### src/rtl/rycc_pkg.sv
// Shared types and constants of the RGB / YCbCr color converter.
`timescale 1ns / 1ps

package rycc_pkg;

  typedef enum logic {
    DIR_FWD = 1'b0,
    DIR_REV = 1'b1
  } dir_t;

  localparam int SUM_W       = 31;
  localparam int MAG_W       = 28;
  localparam int RECIP_W     = 29;
  localparam int RECIP_SHIFT = 48;
  localparam int PROD_W      = MAG_W + RECIP_W;
  localparam int Q_W         = PROD_W - RECIP_SHIFT;
  localparam int ACC_W       = 10;

  // Reciprocal of one million, exact for every magnitude below 2**MAG_W.
  localparam logic [RECIP_W-1:0] RECIP = RECIP_W'(281474977);

  localparam logic signed [SUM_W-1:0] K_Y_R     = SUM_W'(299000);
  localparam logic signed [SUM_W-1:0] K_Y_G     = SUM_W'(587000);
  localparam logic signed [SUM_W-1:0] K_Y_B     = SUM_W'(114000);
  localparam logic signed [SUM_W-1:0] K_CB_R    = SUM_W'(168736);
  localparam logic signed [SUM_W-1:0] K_CB_G    = SUM_W'(331264);
  localparam logic signed [SUM_W-1:0] K_HALF_C  = SUM_W'(500000);
  localparam logic signed [SUM_W-1:0] K_CR_G    = SUM_W'(418688);
  localparam logic signed [SUM_W-1:0] K_CR_B    = SUM_W'(81312);
  localparam logic signed [SUM_W-1:0] K_R_CR    = SUM_W'(1402000);
  localparam logic signed [SUM_W-1:0] K_B_CB    = SUM_W'(1772000);
  localparam logic signed [SUM_W-1:0] K_G_CB    = SUM_W'(344136);
  localparam logic signed [SUM_W-1:0] K_G_CR    = SUM_W'(714136);
  localparam logic signed [SUM_W-1:0] CHROMA_OFS     = SUM_W'(128);
  localparam logic signed [SUM_W-1:0] CHROMA_OFS_SUM = SUM_W'(128000000);
  localparam logic signed [SUM_W-1:0] ROUND_HALF     = SUM_W'(500000);

  typedef struct packed {
    logic [7:0] first;
    logic [7:0] second;
    logic [7:0] third;
  } pix_t;

  typedef struct packed {
    logic [2:0][MAG_W-1:0] mag;
    logic [2:0]            neg;
    logic [7:0]            base;
  } sums_t;

endpackage

### src/rtl/rycc_ifs.sv
// Channel interfaces of the RGB / YCbCr color converter.
`timescale 1ns / 1ps

interface rycc_in_if;
  logic       valid;
  logic       ready;
  logic [7:0] comp_first;
  logic [7:0] comp_second;
  logic [7:0] comp_third;
  modport source (output valid, comp_first, comp_second, comp_third, input ready);
  modport sink (input valid, comp_first, comp_second, comp_third, output ready);
endinterface

interface rycc_out_if;
  logic       valid;
  logic       ready;
  logic [7:0] out_first;
  logic [7:0] out_second;
  logic [7:0] out_third;
  modport source (output valid, out_first, out_second, out_third, input ready);
  modport sink (input valid, out_first, out_second, out_third, output ready);
endinterface

interface rycc_cfg_if;
  logic valid;
  logic ready;
  logic direction;
  modport source (output valid, direction, input ready);
  modport sink (input valid, direction, output ready);
endinterface

### src/rtl/rycc_capture.sv
// Input register stage that holds one accepted pixel.
`timescale 1ns / 1ps

module rycc_capture
  import rycc_pkg::*;
(
  input  logic clk,
  input  logic rst_n,
  input  logic in_valid,
  output logic in_ready,
  input  pix_t in_pix,
  output logic out_valid,
  input  logic out_ready,
  output pix_t out_pix
);

  logic valid_r;
  pix_t pix_r;

  assign in_ready  = !valid_r || out_ready;
  assign out_valid = valid_r;
  assign out_pix   = pix_r;

  always_ff @(posedge clk) begin
    if (!rst_n) begin
      valid_r <= 1'b0;
    end else if (in_ready) begin
      valid_r <= in_valid;
    end
  end

  always_ff @(posedge clk) begin
    if (in_valid && in_ready) begin
      pix_r <= in_pix;
    end
  end

endmodule

### src/rtl/rycc_weight.sv
// Weighted sum stage: signed sums in millionths, split into sign and rounded magnitude.
`timescale 1ns / 1ps

module rycc_weight
  import rycc_pkg::*;
(
  input  logic  clk,
  input  logic  rst_n,
  input  dir_t  direction,
  input  logic  in_valid,
  output logic  in_ready,
  input  pix_t  in_pix,
  output logic  out_valid,
  input  logic  out_ready,
  output sums_t out_sums
);

  logic  valid_r;
  sums_t sums_r;
  sums_t sums_nxt;

  always_comb begin
    logic signed [SUM_W-1:0] av;
    logic signed [SUM_W-1:0] bv;
    logic signed [SUM_W-1:0] cv;
    logic signed [SUM_W-1:0] s [3];
    logic signed [SUM_W-1:0] absv;
    av = SUM_W'(in_pix.first);
    bv = SUM_W'(in_pix.second);
    cv = SUM_W'(in_pix.third);
    sums_nxt = '0;
    case (direction)
      DIR_FWD: begin
        s[0] = K_Y_R * av + K_Y_G * bv + K_Y_B * cv;
        s[1] = CHROMA_OFS_SUM - K_CB_R * av - K_CB_G * bv + K_HALF_C * cv;
        s[2] = CHROMA_OFS_SUM + K_HALF_C * av - K_CR_G * bv - K_CR_B * cv;
        sums_nxt.base = 8'd0;
      end
      DIR_REV: begin
        s[0] = K_R_CR * (cv - CHROMA_OFS);
        s[1] = -(K_G_CB * (bv - CHROMA_OFS)) - K_G_CR * (cv - CHROMA_OFS);
        s[2] = K_B_CB * (bv - CHROMA_OFS);
        sums_nxt.base = in_pix.first;
      end
      default: begin
        s[0] = '0;
        s[1] = '0;
        s[2] = '0;
        sums_nxt.base = 8'd0;
      end
    endcase
    for (int i = 0; i < 3; i++) begin
      sums_nxt.neg[i] = s[i][SUM_W-1];
      absv = s[i][SUM_W-1] ? -s[i] : s[i];
      absv = absv + ROUND_HALF;
      sums_nxt.mag[i] = absv[MAG_W-1:0];
    end
  end

  assign in_ready  = !valid_r || out_ready;
  assign out_valid = valid_r;
  assign out_sums  = sums_r;

  always_ff @(posedge clk) begin
    if (!rst_n) begin
      valid_r <= 1'b0;
    end else if (in_ready) begin
      valid_r <= in_valid;
    end
  end

  always_ff @(posedge clk) begin
    if (in_valid && in_ready) begin
      sums_r <= sums_nxt;
    end
  end

endmodule

### src/rtl/rycc_round.sv
// Result stage: divide by 1e6, restore sign, add luma if DIR_REV, clamp to a byte.
`timescale 1ns / 1ps

module rycc_round
  import rycc_pkg::*;
(
  input  logic  clk,
  input  logic  rst_n,
  input  logic  in_valid,
  output logic  in_ready,
  input  sums_t in_sums,
  output logic  out_valid,
  input  logic  out_ready,
  output pix_t  out_pix
);

  logic       valid_r;
  logic [7:0] res_r   [3];
  logic [7:0] res_nxt [3];

  always_comb begin
    logic [PROD_W-1:0]       prod;
    logic [Q_W-1:0]          q;
    logic signed [ACC_W-1:0] basev;
    logic signed [ACC_W-1:0] qv;
    logic signed [ACC_W-1:0] val;
    basev = $signed(ACC_W'(in_sums.base));
    for (int i = 0; i < 3; i++) begin
      prod = PROD_W'(in_sums.mag[i]) * PROD_W'(RECIP);
      q    = prod[PROD_W-1:RECIP_SHIFT];
      qv   = $signed(ACC_W'(q));
      val  = in_sums.neg[i] ? basev - qv : basev + qv;
      if (val[ACC_W-1]) begin
        res_nxt[i] = 8'd0;
      end else if (val > $signed(ACC_W'(255))) begin
        res_nxt[i] = 8'd255;
      end else begin
        res_nxt[i] = val[7:0];
      end
    end
  end

  assign in_ready       = !valid_r || out_ready;
  assign out_valid      = valid_r;
  assign out_pix.first  = res_r[0];
  assign out_pix.second = res_r[1];
  assign out_pix.third  = res_r[2];

  always_ff @(posedge clk) begin
    if (!rst_n) begin
      valid_r <= 1'b0;
    end else if (in_ready) begin
      valid_r <= in_valid;
    end
  end

  always_ff @(posedge clk) begin
    if (in_valid && in_ready) begin
      res_r <= res_nxt;
    end
  end

endmodule

### src/rtl/rgb_ycbcr_color_converter_unit.sv
// Top level of the BT.601 full-range RGB / YCbCr pixel converter.
// Usage:
// The in_chan channel takes one 8-bit three-component pixel per transfer.
// The out_chan channel delivers exactly one converted pixel per input pixel,
// in order. The cfg_chan channel writes the direction bit: 0 converts RGB to
// YCbCr, 1 converts YCbCr to RGB. It is always ready and should only be
// written while no pixel is in flight.
// The datapath is three register stages: input capture, weighted sums, and
// divide, round and clamp. A pixel accepted on in_chan is registered in each
// stage in turn before it can leave on out_chan. Throughput is one pixel
// per cycle without a stall, set by the single pass through each stage.
// Synchronous reset clears all stage valid flags and sets the direction to
// RGB to YCbCr. When the receiver stalls, each stage holds its pixel and
// in_chan keeps accepting until all three stages are full.
`timescale 1ns / 1ps

module rgb_ycbcr_color_converter_unit
  import rycc_pkg::*;
(
  input  logic       clk,
  input  logic       rst_n,
  rycc_in_if.sink    in_chan,
  rycc_out_if.source out_chan,
  rycc_cfg_if.sink   cfg_chan
);

  dir_t  dir_r;
  pix_t  in_pix;
  pix_t  cap_pix;
  logic  cap_valid;
  logic  cap_ready;
  sums_t wgt_sums;
  logic  wgt_valid;
  logic  wgt_ready;
  pix_t  res_pix;

  assign cfg_chan.ready = 1'b1;

  always_ff @(posedge clk) begin
    if (!rst_n) begin
      dir_r <= DIR_FWD;
    end else if (cfg_chan.valid) begin
      dir_r <= dir_t'(cfg_chan.direction);
    end
  end

  assign in_pix.first  = in_chan.comp_first;
  assign in_pix.second = in_chan.comp_second;
  assign in_pix.third  = in_chan.comp_third;

  rycc_capture u_capture (
    .clk       (clk),
    .rst_n     (rst_n),
    .in_valid  (in_chan.valid),
    .in_ready  (in_chan.ready),
    .in_pix    (in_pix),
    .out_valid (cap_valid),
    .out_ready (cap_ready),
    .out_pix   (cap_pix)
  );

  rycc_weight u_weight (
    .clk       (clk),
    .rst_n     (rst_n),
    .direction (dir_r),
    .in_valid  (cap_valid),
    .in_ready  (cap_ready),
    .in_pix    (cap_pix),
    .out_valid (wgt_valid),
    .out_ready (wgt_ready),
    .out_sums  (wgt_sums)
  );

  rycc_round u_round (
    .clk       (clk),
    .rst_n     (rst_n),
    .in_valid  (wgt_valid),
    .in_ready  (wgt_ready),
    .in_sums   (wgt_sums),
    .out_valid (out_chan.valid),
    .out_ready (out_chan.ready),
    .out_pix   (res_pix)
  );

  assign out_chan.out_first  = res_pix.first;
  assign out_chan.out_second = res_pix.second;
  assign out_chan.out_third  = res_pix.third;

endmodule
### src/flat_wrapper.sv
// flat-port wrapper written by rule: the top's interface ports become plain ports
module rgb_ycbcr_color_converter_unit_flat import rycc_pkg::*;
  (clk, rst_n, in_chan_valid, in_chan_comp_first, in_chan_comp_second, in_chan_comp_third, in_chan_ready, out_chan_valid, out_chan_out_first, out_chan_out_second, out_chan_out_third, out_chan_ready, cfg_chan_valid, cfg_chan_direction, cfg_chan_ready);
  rycc_in_if in_chan_i ();
  rycc_out_if out_chan_i ();
  rycc_cfg_if cfg_chan_i ();
  input  logic clk;
  input  logic rst_n;
  input wire logic [$bits(in_chan_i.valid)-1:0] in_chan_valid;
  input wire logic [$bits(in_chan_i.comp_first)-1:0] in_chan_comp_first;
  input wire logic [$bits(in_chan_i.comp_second)-1:0] in_chan_comp_second;
  input wire logic [$bits(in_chan_i.comp_third)-1:0] in_chan_comp_third;
  output wire logic [$bits(in_chan_i.ready)-1:0] in_chan_ready;
  output wire logic [$bits(out_chan_i.valid)-1:0] out_chan_valid;
  output wire logic [$bits(out_chan_i.out_first)-1:0] out_chan_out_first;
  output wire logic [$bits(out_chan_i.out_second)-1:0] out_chan_out_second;
  output wire logic [$bits(out_chan_i.out_third)-1:0] out_chan_out_third;
  input wire logic [$bits(out_chan_i.ready)-1:0] out_chan_ready;
  input wire logic [$bits(cfg_chan_i.valid)-1:0] cfg_chan_valid;
  input wire logic [$bits(cfg_chan_i.direction)-1:0] cfg_chan_direction;
  output wire logic [$bits(cfg_chan_i.ready)-1:0] cfg_chan_ready;
  assign in_chan_i.valid = in_chan_valid;
  assign in_chan_i.comp_first = in_chan_comp_first;
  assign in_chan_i.comp_second = in_chan_comp_second;
  assign in_chan_i.comp_third = in_chan_comp_third;
  assign in_chan_ready = in_chan_i.ready;
  assign out_chan_valid = out_chan_i.valid;
  assign out_chan_out_first = out_chan_i.out_first;
  assign out_chan_out_second = out_chan_i.out_second;
  assign out_chan_out_third = out_chan_i.out_third;
  assign out_chan_i.ready = out_chan_ready;
  assign cfg_chan_i.valid = cfg_chan_valid;
  assign cfg_chan_i.direction = cfg_chan_direction;
  assign cfg_chan_ready = cfg_chan_i.ready;
  rgb_ycbcr_color_converter_unit u_core (.clk(clk), .rst_n(rst_n), .in_chan(in_chan_i), .out_chan(out_chan_i), .cfg_chan(cfg_chan_i));
endmodule
### config.mk
export PLATFORM = sky130hd
export DESIGN_NAME = rgb_ycbcr_color_converter_unit_flat
export DESIGN_NICKNAME = d
export VERILOG_FILES = /design/src/rtl/rycc_pkg.sv /design/src/rtl/rycc_ifs.sv /design/src/rtl/rycc_capture.sv /design/src/rtl/rycc_weight.sv /design/src/rtl/rycc_round.sv /design/src/rtl/rgb_ycbcr_color_converter_unit.sv /design/src/flat_wrapper.sv
export SDC_FILE = /design/constraint.sdc
export NUM_CORES = 2
export LEC_CHECK = 0
export ABC_AREA = 1
export BUFFER_PORTS_ARGS = -buffer_cell sky130_fd_sc_hd__buf_2
export CORE_ASPECT_RATIO = 0.8
export CORE_MARGIN = 2
export CORE_UTILIZATION = 36
export DETAILED_ROUTE_END_ITERATION = 12
export PLACE_DENSITY = 0.61
export RECOVER_POWER = 100
export SLEW_MARGIN = 40
export SYNTH_ARGS = -nofsm -noshare
export SYNTH_HDL_FRONTEND = slang
export SYNTH_SLANG_ARGS = --single-unit
### constraint.sdc
create_clock -name clk -period 26 [get_ports clk]
set_input_delay 3.9 -clock clk [delete_from_list [all_inputs] [get_ports clk]]
set_output_delay 3.9 -clock clk [all_outputs]
set_load 0.03 [all_outputs]
* After elaboration in Yosys (flattened, before gate mapping)
Cells that the tools add are included.
Cells by class: add/subtract/negate cells 24, muxes and demuxes 11, reduce and logical (&&, ||, !) cells 9, multipliers 16, magnitude comparators 3, bitwise operators 1
Operator list (number):
- case mux 93 bit (2 select lines) | 1
- multiplier 28 x 29 -> 57 bit, second input constant | 3
- adder 28 x 20 -> 28 bit, second input constant | 3
- 2-to-1 mux 28 bit | 3
- negator 28 bit | 3
- multiplier 18 x 9 -> 27 bit, first input constant | 2
- multiplier 17 x 9 -> 26 bit, first input constant | 2
- multiplier 14 x 8 -> 22 bit, first input constant | 2
- multiplier 13 x 8 -> 21 bit, first input constant | 2
- multiplier 12 x 8 -> 20 bit, first input constant | 2
- adder 31 x 26 -> 31 bit | 1
- adder 31 x 29 -> 31 bit | 1
- negator 31 bit | 1
- subtractor 31 x 30 -> 31 bit | 1
- adder 29 x 28 -> 30 bit | 1
- adder 8 x 9 -> 10 bit | 3
- greater-than comparator 10 x 9 -> 1 bit, second input constant | 3
- 2-to-1 mux 10 bit | 3
- subtractor 29 x 26 -> 30 bit | 1
- subtractor 8 x 9 -> 10 bit | 3
- subtractor 28 x 27 -> 29 bit | 1
- subtractor 28 x 28 -> 29 bit | 1
- adder 27 x 27 -> 28 bit, first input constant | 1
- subtractor 27 x 26 -> 28 bit, first input constant | 1
- 10 further kinds | 19
Word-level totals: register bits 147, input port bits 30, output and inout port bits 27, logic and storage cells 79

* Longest topological paths before layout
depth after elaboration 8, gate-level depth with buffers 52, mapped depth without buffers 52

* Hierarchy
From an unflattened synthesis, not the netlist that was laid out.
Unflattened totals: cell total of the unflattened synthesis 10600, area total of the unflattened synthesis 81000.2 um^2
Modules (own cells, without submodules):
- rycc_round | instances 1, seq. area each 740.7 um^2, cells each 5171, area an instance 41385.9 um^2
- rycc_weight | instances 1, seq. area each 2542.4 um^2, cells each 5390, area an instance 38789.7 um^2
- rycc_capture | instances 1, seq. area each 740.7 um^2, cells each 31, area an instance 772.0 um^2
- rgb_ycbcr_color_converter_unit | instances 1, seq. area each 20.0 um^2, cells each 8, area an instance 52.6 um^2

* Worst setup path after synthesis
OpenSTA, ideal clock, no wires.
path type flip-flop to flip-flop, start register u_core.u_capture.pix_r (netlist bit u_core.u_capture.out_pix[7]), end register u_core.u_weight.sums_r (netlist bit u_core.u_weight.out_sums[66]) (data pin), setup slack 17.653 ns, clock period less this slack 8.347 ns, buffers on the path 0, arrival 8.098 ns, data required time 25.751 ns, setup time 0.249 ns, stages on the path, launching flop included 47, path through edfxtp_1 inv_1 ha_1 inv_1 ha_1 inv_1 fa_1 fa_1 inv_1 fa_1 ha_1 inv_1 nor4_1 nor2_1 o21ai_0 nand3_1 nand2_1 a21oi_1 (+11 left out) nand3_1 nand4_1 nand3_2 nand2_4 inv_4 o21ai_0 inv_1 ha_1 nand3_1 nand2_1 nand2_1 inv_1 nand2_2 nand2_4 nand4_1 nand2_1 nand2_1 inv_1
RTL lines:
- start: declaration | line rycc_capture.sv:18 | pix_t pix_r;
- start signal: assignment | line rycc_capture.sv:34 | pix_r <= in_pix;
- end signal: assignment | line rycc_weight.sv:74 | sums_r <= sums_nxt;
- end: declaration | line rycc_weight.sv:19 | sums_t sums_r;

==> results.md <==
* Status: finished with violations
* Failing checks: capacitance limit, slew limit
* Clk buf depth at 2
* Max Freq at 79.16 MHz
* Worst-path clk slew at 0.08 ns
* CP Class: register to register
* # H-tree levels at 4
* Clk_lat worst skew at 0.55 ns
* Number of synthesized flops with an enable pin at 132
* Slew HR at -109.4%
* Post-synth ARST share at 0%
* Share of layout cells above drive strength 1 at 2.822%
* CTS resizes at 0
* Fin crit share at 48.59%
* FF-to-FF setup slack at 13.37 ns
* Seq/Total Area, Yosys at 5.382%
* Pin count of the biggest net entering global routing at 55
* DR iter-0 viols at 4572
* CP max stage delay at 0.98 ns
* Drt total wl at 238700 um
* Nets at 12207
* Top cell type by total area after synthesis: ha_1
* Slew Limit Fails at 242
* Syn Area/Cell at 7.930 um^2
* Slew at the pin with the worst max-slew slack at 3.142 ns
* Vias in the first global route at 62552
* Port Buffers at 55
* Final hold slack at 0.4900 ns
* Core Rows at 149
* Sequential cell area at 4044 um^2
* Most common cell after layout, fill and taps aside: inv_1
* Die area at 212400 um^2
* CTS tree: built
* Multi-input logic area at 61620 um^2
* RR Endpoint: u_core.u_weight.out_sums[89]
* Crit path DAT at 12.91 ns
* Post-detail-place hpwl at 214300 um
* First-pass GRT wire length at 369900 um
* Mapped Cells at 9474
* Final ANT Viol Nets at 0
* Peak fanout along the critical path at 25
* Critical path required time at 26.28 ns
* Yosys reg bits at 136
* Critical Path End: u_core.u_weight.out_sums[89]
* CTS Root Cell: clkbuf_16
* Synth area leaders: ha_1, fa_1, inv_1
* Post-synth top area share at 27.34%
* MaxCap Viol Count at 6
* Setup bufs post-CTS at 0
* Number of fill cells at 21414
* Buf/Inv on CP at 7
* Area grow syn2layout at 5.569%
* Post-synth top flop: edfxtp_1
* Die H at 412.6 um
* Initial Util at 36.34%
* Initial antenna violation count at 7
* Drc violations at 0
* # IOs at 57
* CP Capture Type: register
* TritonCTS buffer count at 17
* Hold Buf Count CTS at 0
* Worst path top cell family by delay: adder cells
* Most frequent cells in the layout: inv_1, ha_1, nand2_1
* Die Width at 514.8 um
* Worst Reg-to-Reg Cells at 44
* Clk_skew at 0.03664 ns
* Pre-Repair DR Iteration Count at 8
* Period minus WS final at 12.63 ns
* RSZ-0062 raised after global routing: no
* Stages on the worst setup path at 44
* Final setup viols at 0
* Vias per inst at 4.983
* Clock sinks at 136
* GRT Overall Usage at 22.70%
* Crit. Startpoint: u_core.u_capture.out_pix[15]
* Worst r2r src: u_core.u_capture.out_pix[15]
* Core region area at 206800 um^2
* Grt ovf at 0
* RD Place Congestion at 0.9805
* Worst Hold Class: register to register
* Vias at 61219
* Warnings from Yosys at 0
* Net Count, Synth at 12128
* Cell Area, Synth at 75130 um^2
* Final sum of negative setup slack at 0 ns
* Most frequent CP cell: nand2_1
* Synth cell types at 74
* Drt wl/cell at 19.43 um
* Worst Setup Start Kind: register
* Slowest CP cell: clkinvlp_2
* Final hold violations at 0
[layer usage]
metal / vias up / share of wire (%) / routed length (um) / track usage, %
li1: 29985 / - / - / -
met1: 29551 / 50 / 118400 / 33.75
met2: 1498 / 42 / 100100 / 34.45
met3: 181 / 6.2 / 14880 / 3.492
met4: 4 / 2.2 / 5199 / 4.735
met5: - / 0.028 / 66 / 0.1797
[Yosys cell counts, types with 6 or more instances]
master / n
a21boi_0: 11
a21o_1: 50
a21oi_1: 489
a21oi_2: 8
a31oi_1: 32
buf_2: 6
buf_4: 11
buf_6: 7
edfxtp_1: 132
fa_1: 982
ha_1: 1642
inv_1: 2421
inv_2: 15
nand2_1: 1514
nand2_2: 56
nand2_4: 6
nand3_1: 417
nand3_2: 11
nand3b_1: 30
nand4_1: 128
nor2_1: 518
nor2_2: 34
nor2_4: 12
nor3_1: 78
nor3_2: 6
nor4_1: 20
o211ai_1: 18
o21a_1: 20
o21ai_0: 234
o21ai_1: 22
o21ai_2: 9
o21bai_1: 58
o31ai_1: 11
or2_2: 37
xnor2_1: 122
xor2_1: 227
[flip-flops by register name, indices dropped and copies added, names as in the netlist]
name                        flops
u_core.dir_r                    1
u_core.u_capture.out_pix       24
u_core.u_capture.out_valid      1
u_core.u_round.out_pix         24
u_core.u_round.out_valid        1
u_core.u_weight.out_sums       84
u_core.u_weight.out_valid       1
[cell families (layout without fill, tap and decap cells)]
| family | Yosys count | in the layout | synth area share, % |
|---|---|---|---|
| other cells | 1 | 2 | 0.004991 |
| flops | 136 | 136 | 5.382 |
| buf+inv | 2472 | 2564 | 12.55 |
| simple gates | 2895 | 2895 | 16.86 |
| xor+xnor | 353 | 353 | 4.155 |
| compound gates | 993 | 993 | 7.534 |
| fa+ha+maj | 2624 | 2624 | 53.51 |
[worst reg2reg max path, delay by kind of cell (launching register included)]
family | cells | cell delay [ns]
XOR/XNOR | 2 | 0.42
AND/OR/NAND/NOR | 20 | 3.56
flip-flops | 1 | 0.34
AO/OA/AOI/OAI | 7 | 1.46
adder cells (fa/ha/maj) | 8 | 3.75
buffers and inverters | 7 | 2.84
[per-stage QoR]
step / cells / util (%) / worst slack [ns] / area (um^2)
6_report: 12285 / 38.36 / 13.37 / 79320
3_3_place_gp: 12247 / 38.11 / 16.15 / 78790
3_5_place_dp: 12251 / 38.15 / 16.17 / 78880
5_1_grt: 12285 / 38.36 / 12.54 / 79320
4_1_cts: 12283 / 38.45 / 16.09 / 79490
2_1_floorplan: 9474 / - / 17.65 / 75130
[cell type report]
cell class,count,area share [%]
Timing Repair Buffer,90,0.5837
Clock inverter,15,0.2335
Tap cell,2718,4.288
Clock buffer,17,0.5363
Sequential cell,136,5.098
Antenna cell,1,0.003155
Multi-Input combinational cell,6866,77.69
Inverter,2442,11.57
[worst min path at each step]
stage	start	endpoint	slack [ns]	depth (start not counted)
finish	u_core.u_weight.out_valid	u_core.u_round.out_valid	0.49	2
global route	u_core.u_weight.out_valid	u_core.u_round.out_valid	0.54	2
CTS	u_core.u_capture.out_valid	u_core.u_capture.out_valid	0.52	2
detailed placement	u_core.u_capture.out_valid	u_core.u_capture.out_valid	0.51	2
global placement	u_core.u_weight.out_valid	u_core.u_round.out_valid	0.49	2
floorplan	u_core.u_weight.out_valid	u_core.u_round.out_valid	0.46	2
Power is left out: the tool's default activity adds up to more than one toggle a clock period on the data nets, which glitch-free logic cannot reach.
